File: config.mk
export PLATFORM = sky130hd
export DESIGN_NAME = sfr_decode
export DESIGN_NICKNAME = d
export VERILOG_FILES = /design/src/design/sfr_pkg.sv /design/src/design/sfr_decode.sv
export SDC_FILE = /design/constraint.sdc
export NUM_CORES = 1
export LEC_CHECK = 0
export BUFFER_PORTS_ARGS = -buffer_cell sky130_fd_sc_hd__buf_2
export CAP_MARGIN = 20
export CELL_PAD_IN_SITES_DETAIL_PLACEMENT = 1
export CELL_PAD_IN_SITES_GLOBAL_PLACEMENT = 1
export CORE_ASPECT_RATIO = 0.5
export CORE_MARGIN = 2
export CORE_UTILIZATION = 45
export CTS_CLUSTER_SIZE = 24
export DETAILED_ROUTE_END_ITERATION = 8
export GPL_TIMING_DRIVEN = 1
export PLACE_DENSITY_LB_ADDON = 0.1
export SYNTH_ARGS = -nofsm -noshare
export SYNTH_HDL_FRONTEND = slang
export SYNTH_SLANG_ARGS = --single-unit
File: constraint.sdc
create_clock -name clk -period 7.3 [get_ports clk]
set_input_delay 1.46 -clock clk [delete_from_list [all_inputs] [get_ports clk]]
set_output_delay 1.46 -clock clk [all_outputs]
set_load 0.005 [all_outputs]
File: src/design/sfr_pkg.sv
`timescale 1ns / 1ps
`default_nettype none
// ----------------------------------------------------------------------------
// sfr_pkg
// Shared types and constants of the serial NOR flash read responder.
// ----------------------------------------------------------------------------
package sfr_pkg;

  localparam int MEM_BYTES_DEF = 65536;

  localparam logic [1:0] MODE_SPI   = 2'd0;
  localparam logic [1:0] MODE_SEL   = 2'd1;
  localparam logic [1:0] MODE_FRAME = 2'd2;
  localparam logic [1:0] MODE_LOAD  = 2'd3;

  localparam logic [7:0] OP_RDID  = 8'h9F;
  localparam logic [7:0] OP_RDSR  = 8'h05;
  localparam logic [7:0] OP_READ  = 8'h03;
  localparam logic [7:0] OP_FAST  = 8'h0B;
  localparam logic [7:0] OP_QOUT  = 8'h6B;
  localparam logic [7:0] OP_QIO   = 8'hEB;

  localparam logic [7:0] ID_MFR   = 8'hEF;
  localparam logic [7:0] ID_TYPE  = 8'h40;
  localparam logic [7:0] ID_CAP   = 8'h18;
  localparam logic [7:0] ERASED   = 8'hFF;

  localparam logic [2:0] POS_ADDR0 = 3'd1;
  localparam logic [2:0] POS_ADDR1 = 3'd2;
  localparam logic [2:0] POS_ADDR2 = 3'd3;
  localparam logic [2:0] POS_DUMMY = 3'd4;
  localparam logic [2:0] POS_MAX   = 3'd5;

  localparam logic [1:0] ADDR_LAST = 2'd3;

  // response of one word, before the memory data is merged in
  typedef struct packed {
    logic       use_mem;
    logic       hit;
    logic [7:0] data;
    logic       rej;
  } sfr_resp_t;

endpackage
`default_nettype wire

File: src/design/sfr_decode.sv
`timescale 1ns / 1ps
`default_nettype none
// ----------------------------------------------------------------------------
// sfr_decode
// Command state of the SPI and frame faces; issues memory reads and loads.
// ----------------------------------------------------------------------------
module sfr_decode #(
  parameter int MEM_BYTES = sfr_pkg::MEM_BYTES_DEF,
  parameter int AW        = 16
) (
  input  wire logic             clk,
  input  wire logic             rst_n,
  input  wire logic             accept,
  input  wire logic [1:0]       mode,
  input  wire logic [7:0]       data_in,
  input  wire logic             sel,
  input  wire logic             frame_start,
  input  wire logic [23:0]      load_addr,
  output logic                  mem_rd_en,
  output logic      [AW-1:0]    mem_rd_addr,
  output logic                  mem_wr_en,
  output logic      [AW-1:0]    mem_wr_addr,
  output logic      [7:0]       mem_wr_data,
  output sfr_pkg::sfr_resp_t    resp
);

  typedef enum logic [1:0] {PH_IDLE, PH_ADDR, PH_DATA, PH_IGNORE} phase_t;

  logic        sel_r,    sel_nxt;
  phase_t      phase_r,  phase_nxt;
  logic [31:0] sptr_r,   sptr_nxt;
  logic [1:0]  cnt_r,    cnt_nxt;
  logic [7:0]  opc_r,    opc_nxt;
  logic [2:0]  pos_r,    pos_nxt;
  logic [31:0] fptr_r,   fptr_nxt;

  logic [2:0]  pos_p;
  logic        rd_req;
  logic        wr_req;
  logic [31:0] rd_ptr;
  logic        load_hit;
  sfr_pkg::sfr_resp_t resp_c;

  assign pos_p    = (pos_r < sfr_pkg::POS_MAX) ? pos_r + 3'd1 : sfr_pkg::POS_MAX;
  assign load_hit = {1'b0, load_addr} < 25'(MEM_BYTES);

  always_comb begin
    sel_nxt   = sel_r;
    phase_nxt = phase_r;
    sptr_nxt  = sptr_r;
    cnt_nxt   = cnt_r;
    opc_nxt   = opc_r;
    pos_nxt   = pos_r;
    fptr_nxt  = fptr_r;
    rd_req    = 1'b0;
    wr_req    = 1'b0;
    rd_ptr    = '0;
    resp_c    = '0;
    case (mode)
      sfr_pkg::MODE_SPI: begin
        if (!sel_r) begin
          resp_c.data = data_in;
        end else begin
          case (phase_r)
            PH_IDLE: begin
              resp_c.data = sfr_pkg::ERASED;
              if (data_in == sfr_pkg::OP_READ) begin
                phase_nxt = PH_ADDR;
                sptr_nxt  = '0;
                cnt_nxt   = '0;
              end else begin
                phase_nxt = PH_IGNORE;
              end
            end
            PH_ADDR: begin
              resp_c.data = sfr_pkg::ERASED;
              sptr_nxt    = {sptr_r[23:0], data_in};
              cnt_nxt     = cnt_r + 2'd1;
              if (cnt_nxt == sfr_pkg::ADDR_LAST) begin
                phase_nxt = PH_DATA;
              end
            end
            PH_DATA: begin
              resp_c.use_mem = 1'b1;
              rd_req         = 1'b1;
              rd_ptr         = sptr_r;
              sptr_nxt       = sptr_r + 32'd1;
            end
            default: begin
              resp_c.data = sfr_pkg::ERASED;
            end
          endcase
        end
      end
      sfr_pkg::MODE_SEL: begin
        sel_nxt = sel;
        if (!sel) begin
          phase_nxt = PH_IDLE;
          sptr_nxt  = '0;
          cnt_nxt   = '0;
        end
      end
      sfr_pkg::MODE_FRAME: begin
        if (frame_start) begin
          opc_nxt = data_in;
          pos_nxt = '0;
        end else begin
          pos_nxt = pos_p;
          if (pos_p inside {[sfr_pkg::POS_ADDR0:sfr_pkg::POS_ADDR2]}) begin
            fptr_nxt = (pos_p == sfr_pkg::POS_ADDR0) ? {24'd0, data_in}
                                                     : {fptr_r[23:0], data_in};
            if (opc_r == sfr_pkg::OP_RDID) begin
              case (pos_p)
                sfr_pkg::POS_ADDR0: resp_c.data = sfr_pkg::ID_MFR;
                sfr_pkg::POS_ADDR1: resp_c.data = sfr_pkg::ID_TYPE;
                default:            resp_c.data = sfr_pkg::ID_CAP;
              endcase
            end
          end else if (opc_r == sfr_pkg::OP_READ) begin
            resp_c.use_mem = 1'b1;
            rd_req         = 1'b1;
            rd_ptr         = fptr_r;
            fptr_nxt       = fptr_r + 32'd1;
          end else if (opc_r inside {sfr_pkg::OP_FAST, sfr_pkg::OP_QOUT,
                                     sfr_pkg::OP_QIO}) begin
            if (pos_p != sfr_pkg::POS_DUMMY) begin
              resp_c.use_mem = 1'b1;
              rd_req         = 1'b1;
              rd_ptr         = fptr_r;
              fptr_nxt       = fptr_r + 32'd1;
            end
          end
        end
      end
      default: begin
        if (load_hit) begin
          wr_req = 1'b1;
        end else begin
          resp_c.rej = 1'b1;
        end
      end
    endcase
    resp_c.hit = {1'b0, rd_ptr} < 33'(MEM_BYTES);
  end

  always_ff @(posedge clk) begin
    if (!rst_n) begin
      sel_r   <= 1'b0;
      phase_r <= PH_IDLE;
      sptr_r  <= '0;
      cnt_r   <= '0;
      opc_r   <= '0;
      pos_r   <= '0;
      fptr_r  <= '0;
    end else if (accept) begin
      sel_r   <= sel_nxt;
      phase_r <= phase_nxt;
      sptr_r  <= sptr_nxt;
      cnt_r   <= cnt_nxt;
      opc_r   <= opc_nxt;
      pos_r   <= pos_nxt;
      fptr_r  <= fptr_nxt;
    end
  end

  assign mem_rd_en   = accept && rd_req && resp_c.hit;
  assign mem_rd_addr = rd_ptr[AW-1:0];
  assign mem_wr_en   = accept && wr_req;
  assign mem_wr_addr = load_addr[AW-1:0];
  assign mem_wr_data = data_in;
  assign resp        = resp_c;

endmodule
`default_nettype wire

Word-level counts from Yosys, hierarchy flattened
Cells that the tools add are included.
{ "word_totals": {"reg_bits": 80, "output_inout_bits": 53, "wordCells": 104} }
{ "op_classes": {"add_sub_neg": 4, "n_lt_le_gt_ge": 5, "eq_ne": 20, "n_mux": 49, "bitwise": 1, "reduce_logical": 18} }
{ "op_table": {"columns": ["cell", "n"], "rows": [
  ["32-bit 2-to-1 mux", 15],
  ["32-bit one-hot mux with 2 select lines", 2],
  ["32-bit one-hot mux with 3 select lines", 1],
  ["32-bit by 1-bit adder with 32-bit output, second input constant", 2],
  ["8-bit 2-to-1 mux", 5],
  ["32-bit by 17-bit < comparator with 1-bit output, second input constant", 1],
  ["8-bit one-hot mux with 2 select lines", 2],
  ["24-bit by 17-bit < comparator with 1-bit output, second input constant", 1],
  ["6-bit AND reduction", 3],
  ["8-bit by 2-bit == test with 1-bit output, second input constant", 2],
  ["8-bit == test, second input constant", 2],
  ["2-bit one-hot mux with 2 select lines", 4],
  ["2-bit 2-to-1 mux", 6],
  ["1-bit 2-to-1 mux", 11],
  ["3-bit != test, second input constant", 3],
  ["3-bit nonzero test", 3],
  ["8-bit by 4-bit == test with 1-bit output, second input constant", 1],
  ["8-bit by 7-bit == test with 1-bit output, second input constant", 1],
  ["2-bit == test, second input constant", 3],
  ["3-bit 2-to-1 mux", 2],
  ["5-bit AND reduction", 1],
  ["2-bit by 1-bit == test with 1-bit output, second input constant", 2],
  ["1-bit logical AND", 4],
  ["2-bit zero test", 2],
  ["other kinds (16)", 18]
]} }

Logic depth before layout (Yosys ltp)
{ "logic_depth": {"ltp_word": 11, "ltp_mapped": 10, "mapped_depth_nobuf": 7} }

Worst setup path after synthesis
OpenSTA, ideal clock, no wires.
{ "synth_path": {"kind": "input-to-output", "from": "in mode[1]", "to": "out mem_rd_addr[0]", "arrival_time_ns": 2.696, "setup_slack_ns": 3.144, "path_stages": 4, "path_buffers": 2, "path_cell_list": "clkbuf_1 nor3_1 clkbuf_1 a22o_1"} }
{ "synth_between": {"elab_chain_len": 2} }
{ "synth_rtl": {"columns": ["element", "line_no", "rtl"], "rows": [
  ["start, declared", "sfr_decode.sv:14", "input wire logic [1:0] mode,"],
  ["2-bit == test / 2-bit zero test (equally long branches)", "sfr_decode.sv:59", "case (mode)"],
  ["32-bit one-hot mux with 2 select lines (*)", "sfr_decode.sv:59", null],
  ["end, declared", "sfr_decode.sv:20", "output logic [AW-1:0] mem_rd_addr,"]
]} }
Every way passes the cells marked *; elsewhere a longest branch is shown, timed or not.

Worst setup path after layout
{ "layout_path": {"from": "in mode[1]", "to": "out mem_rd_en"} }
{ "layout_between": {"elab_chain_len": 4} }
{ "layout_rtl": {"columns": ["element", "line_no", "rtl"], "rows": [
  ["2-bit == test / 2-bit zero test (equally long branches)", "sfr_decode.sv:59", null],
  ["32-bit one-hot mux with 2 select lines / 1-bit one-hot mux with 2 select lines (equally long branches)", "sfr_decode.sv:59", null],
  ["32-bit by 17-bit < comparator with 1-bit output / 1-bit logical AND (equally long branches)", "sfr_decode.sv:143, sfr_decode.sv:166", null],
  ["1-bit logical AND (*)", "sfr_decode.sv:166", "assign mem_rd_en = accept && rd_req && resp_c.hit;"],
  ["end, declared", "sfr_decode.sv:19", "output logic mem_rd_en,"]
]} }
Marks and branches as above.

==> impl_results.rst <==
.. list-table::
   :header-rows: 1

   * - Metric
     - Value
   * - Switching power of the nets
     - 0.258 mW
   * - Unrepaired setup endpoints after global routing
     - no
   * - Residual overflow from global routing
     - 0
   * - Slack of the worst reg-to-reg path
     - approximately 4200 ps
   * - Count of inserted antenna diode cells
     - 0
   * - Leading register cell type out of synthesis
     - dfxtp_1
   * - Number of buffers inserted by hold repair at cts
     - 0
   * - Number of flops mapped to enable cells by yosys
     - 0
   * - Pin count of the biggest net entering global routing
     - 55
   * - Number of filler instances in the final layout
     - 1542
   * - Synthesized instance count
     - 758
   * - First-pass GRT wire length
     - 30400 um
   * - Die boundary height
     - between 80 and 90 um
   * - Average via count per standard cell
     - around 6.5
   * - Share of power burned in combinational logic
     - under 10%
   * - Worst reg2reg endpoint
     - sptr_r[8]
   * - Int Pwr
     - between 0.7 and 0.8 mW
   * - Final hold vios
     - 0
   * - Fraction of power consumed by the clock network
     - roughly 48%
   * - Initial core utilization
     - a little under half
   * - Total count of max-transition violations in the final report
     - 0
   * - Antenna Nets Post-Route
     - 0
   * - Slew at the pin closest to its max-slew limit
     - 1080 ps
   * - Max Clk Rate
     - 213 MHz
   * - Post-place setup slack
     - ~2600 ps
   * - Capturing element type of the critical path
     - primary output
   * - Synth Warn #
     - 0
   * - Critical path arrival
     - 3250 ps
   * - PwrDens
     - ~170 nW/um2
   * - CP max FO
     - 18
   * - FF-to-FF Start
     - phase_r[0]
   * - Final period utilization
     - 64.5%
   * - Cell at the root of the clock tree
     - clkbuf_16
   * - CTS H-Tree Depth
     - 3
   * - Number of nets in the layout
     - about 800
   * - Worst min path class
     - register to register
   * - Fraction of power spent switching nets
     - approximately 25%
   * - Final setup violation count
     - 0
   * - Via count
     - slightly below 6000
   * - Max Root-Sink Buffers
     - 2
   * - Fraction of post-synthesis cell area in the top cell type by area
     - a little under 30%
   * - Worst-path clk slew
     - about 60 ps
   * - Leakage power
     - 2.03 nW
   * - CP Class
     - primary input to primary output
   * - Placed inst area
     - between 5000 and 6000 um2
   * - Drt total wl
     - between 15000 and 20000 um
   * - Peak supply drop
     - approximately 0.00010 V
   * - WP data required
     - ~5800 ps
   * - Final worst setup slack
     - between 2000 and 3000 ps
   * - Hold depth
     - 2
   * - Count of standard-cell rows
     - 28
   * - Number of global-route vias before repair
     - ~5600
   * - Synthesis-stage register bit count
     - 80
   * - Clk Latency, worst-skew pair
     - around 350 ps
   * - Area of the core
     - 11900 um2
   * - Shortest clock period the worst path allows after layout
     - about 4700 ps
   * - Distinct cell type count after synthesis
     - roughly 70
   * - Post-DR wirelength/cell
     - between 20 and 25 um
   * - Number of optimization iterations in the first detailed-route pass
     - 5
   * - Final weighted congestion in routability-driven placement
     - between 0.8 and 0.9
   * - Async SR Flop Fraction
     - 0%
   * - Critical path startpoint category
     - primary input
   * - Number of antenna violations at the first check in global routing
     - 1
   * - Detailed placement HPWL
     - about 13000 um
   * - Die ar.
     - 13300 um2
   * - Worst hold path startpoint
     - opc_r[0]
   * - Setup clock skew after layout
     - 10.1 ps
   * - Setup bufs post-CTS
     - 0
   * - Final design instance area without fill
     - ~6000 um2
   * - Clock sink count
     - 80
   * - TritonCTS buffer count
     - 9
   * - Die X-Extent
     - between 150 and 200 um
   * - Number of design-rule violations left by the first detailed-router iteration
     - 474
   * - Leading cell types by total area after synthesis
     - dfxtp_1, nand2_1, a21oi_1
   * - Number of DRC violations after detailed routing
     - 0
   * - Max-cap violations
     - 0
   * - Growth of design area from synthesis to finish
     - 7.94%
   * - Worst-case headroom to the max-slew limit
     - approximately 28%
   * - Post-synthesis instance area
     - about 5600 um2
   * - Share of power burned in registers
     - roughly 44%
   * - All-layer global routing usage
     - between 20% and 30%
   * - Highest-count cells in the layout ignoring fill and taps
     - nand2_1, dfxtp_1, a21oi_1, buf_2, nor2_1
   * - Most common library cell in the layout ignoring fill and taps
     - nand2_1
   * - Share of post-route cells with drive strength above 1
     - around 13%
   * - # resized after CTS
     - 0
   * - # IOs
     - between 90 and 100
   * - Status
     - finished clean
   * - Post-synthesis sequential area ratio
     - around 29%
   * - Min-Delay Endpoint
     - opc_r[0]
   * - Largest area contributor in the netlist
     - dfxtp_1
   * - Length in cells of the worst reg-to-reg path
     - 8
   * - Number of port buffers
     - approximately 60
   * - Mean post-synth cell area
     - roughly 7.3 um2
   * - Setup_tns
     - 0 ps
   * - Net count after synthesis
     - about 800
   * - CTS tree
     - done
[power by group through the flow]
stage                     clock network, mW  registers (mW)  logic [mW]
final                                 0.486           0.452      0.0849
after global routing                  0.509           0.453      0.0927
after CTS                             0.492           0.452      0.0842
after detailed placement                  0           0.462      0.0836
after global placement                    0           0.462      0.0825
after floorplan                           0           0.456      0.0636
[cells in the mapped netlist, drive strengths merged, types with 4 or more instances]
cell and number:
a32o 5, a211oi 6, or2 8, nor4 23, and2 5, nand4 19, a221oi 6, inv 16
a21oi 64, nand3 34, mux2i 4, a32oi 5, dfxtp 80, o21ai 42, nor2b 5, o41ai 4
o22ai 16, o32ai 5, buf 36, and3 21, nor2 56, clkbuf 48, nor3 33, ha 7
xnor2 12, and4 4, a22o 25, a22oi 15, or3 5, xor2 8, nand2 89, a31oi 9
[worst max-delay path by stage]
| stage | start | end | slack (ps) |
|---|---|---|---|
| floorplan | mode[1] | mem_rd_addr[0] | 3140 |
| global placement | mode[0] | mem_rd_en | 2710 |
| detailed placement | mode[1] | mem_rd_en | 2620 |
| CTS | mode[1] | mem_rd_en | 2610 |
| global route | mode[1] | mem_rd_en | 2430 |
| finish | mode[1] | mem_rd_en | 2590 |
[kinds of logic after synthesis]
family          share of synthesized area, %
xor+xnor                                3.16
fa+ha+maj                               1.58
compound gates                          28.3
mux                                    0.721
buf+inv                                 8.88
flops                                   28.9
simple gates                            28.5
[per-layer routing]
| layer | global-route usage [%] | part of all wire [%] |
|---|---|---|
| met1 | 38.9 | 48 |
| met5 | 0 | 0.053 |
| met4 | 7.86 | 1.4 |
| met3 | 5.29 | 5.1 |
| met2 | 48.5 | 46 |
[cell type report]
| class | instances | area (um2) | share of cell area (%) |
|---|---|---|---|
| well taps | 165 | 206 | 3.45 |
| clock buffers | 11 | 233 | 3.88 |
| clock inverters | 4 | 70.1 | 1.17 |
| multi-input cells | 578 | 3460 | 57.8 |
| repair buffers | 67 | 355 | 5.93 |
| flip-flops and latches | 80 | 1600 | 26.7 |
| inverters | 16 | 60.1 | 1.00 |
[sequential cells by signal, indices dropped and copies added (netlist names)]
signal   cells
cnt_r        2
pos_r        3
sel_r        1
opc_r        8
phase_r      2
sptr_r      32
fptr_r      32
[critical path: stages]
cell	delay [ps]
buf_2	180
nor3b_1	410
and3_1	620
a22oi_1	220
and3_1	240
buf_2	120
[metrics by stage]
stage	hold slack [ps]	power [mW]	instances	utilization (%)
6_report	474	1.02	921	50.3
5_1_grt	496	1.05	921	50.3
4_1_cts	474	1.03	921	50.3
3_5_place_dp	461	0.545	906	47.8
3_3_place_gp	444	0.544	906	47.8
2_1_floorplan	436	0.520	758	-
Power figures use the tool's default switching activity.
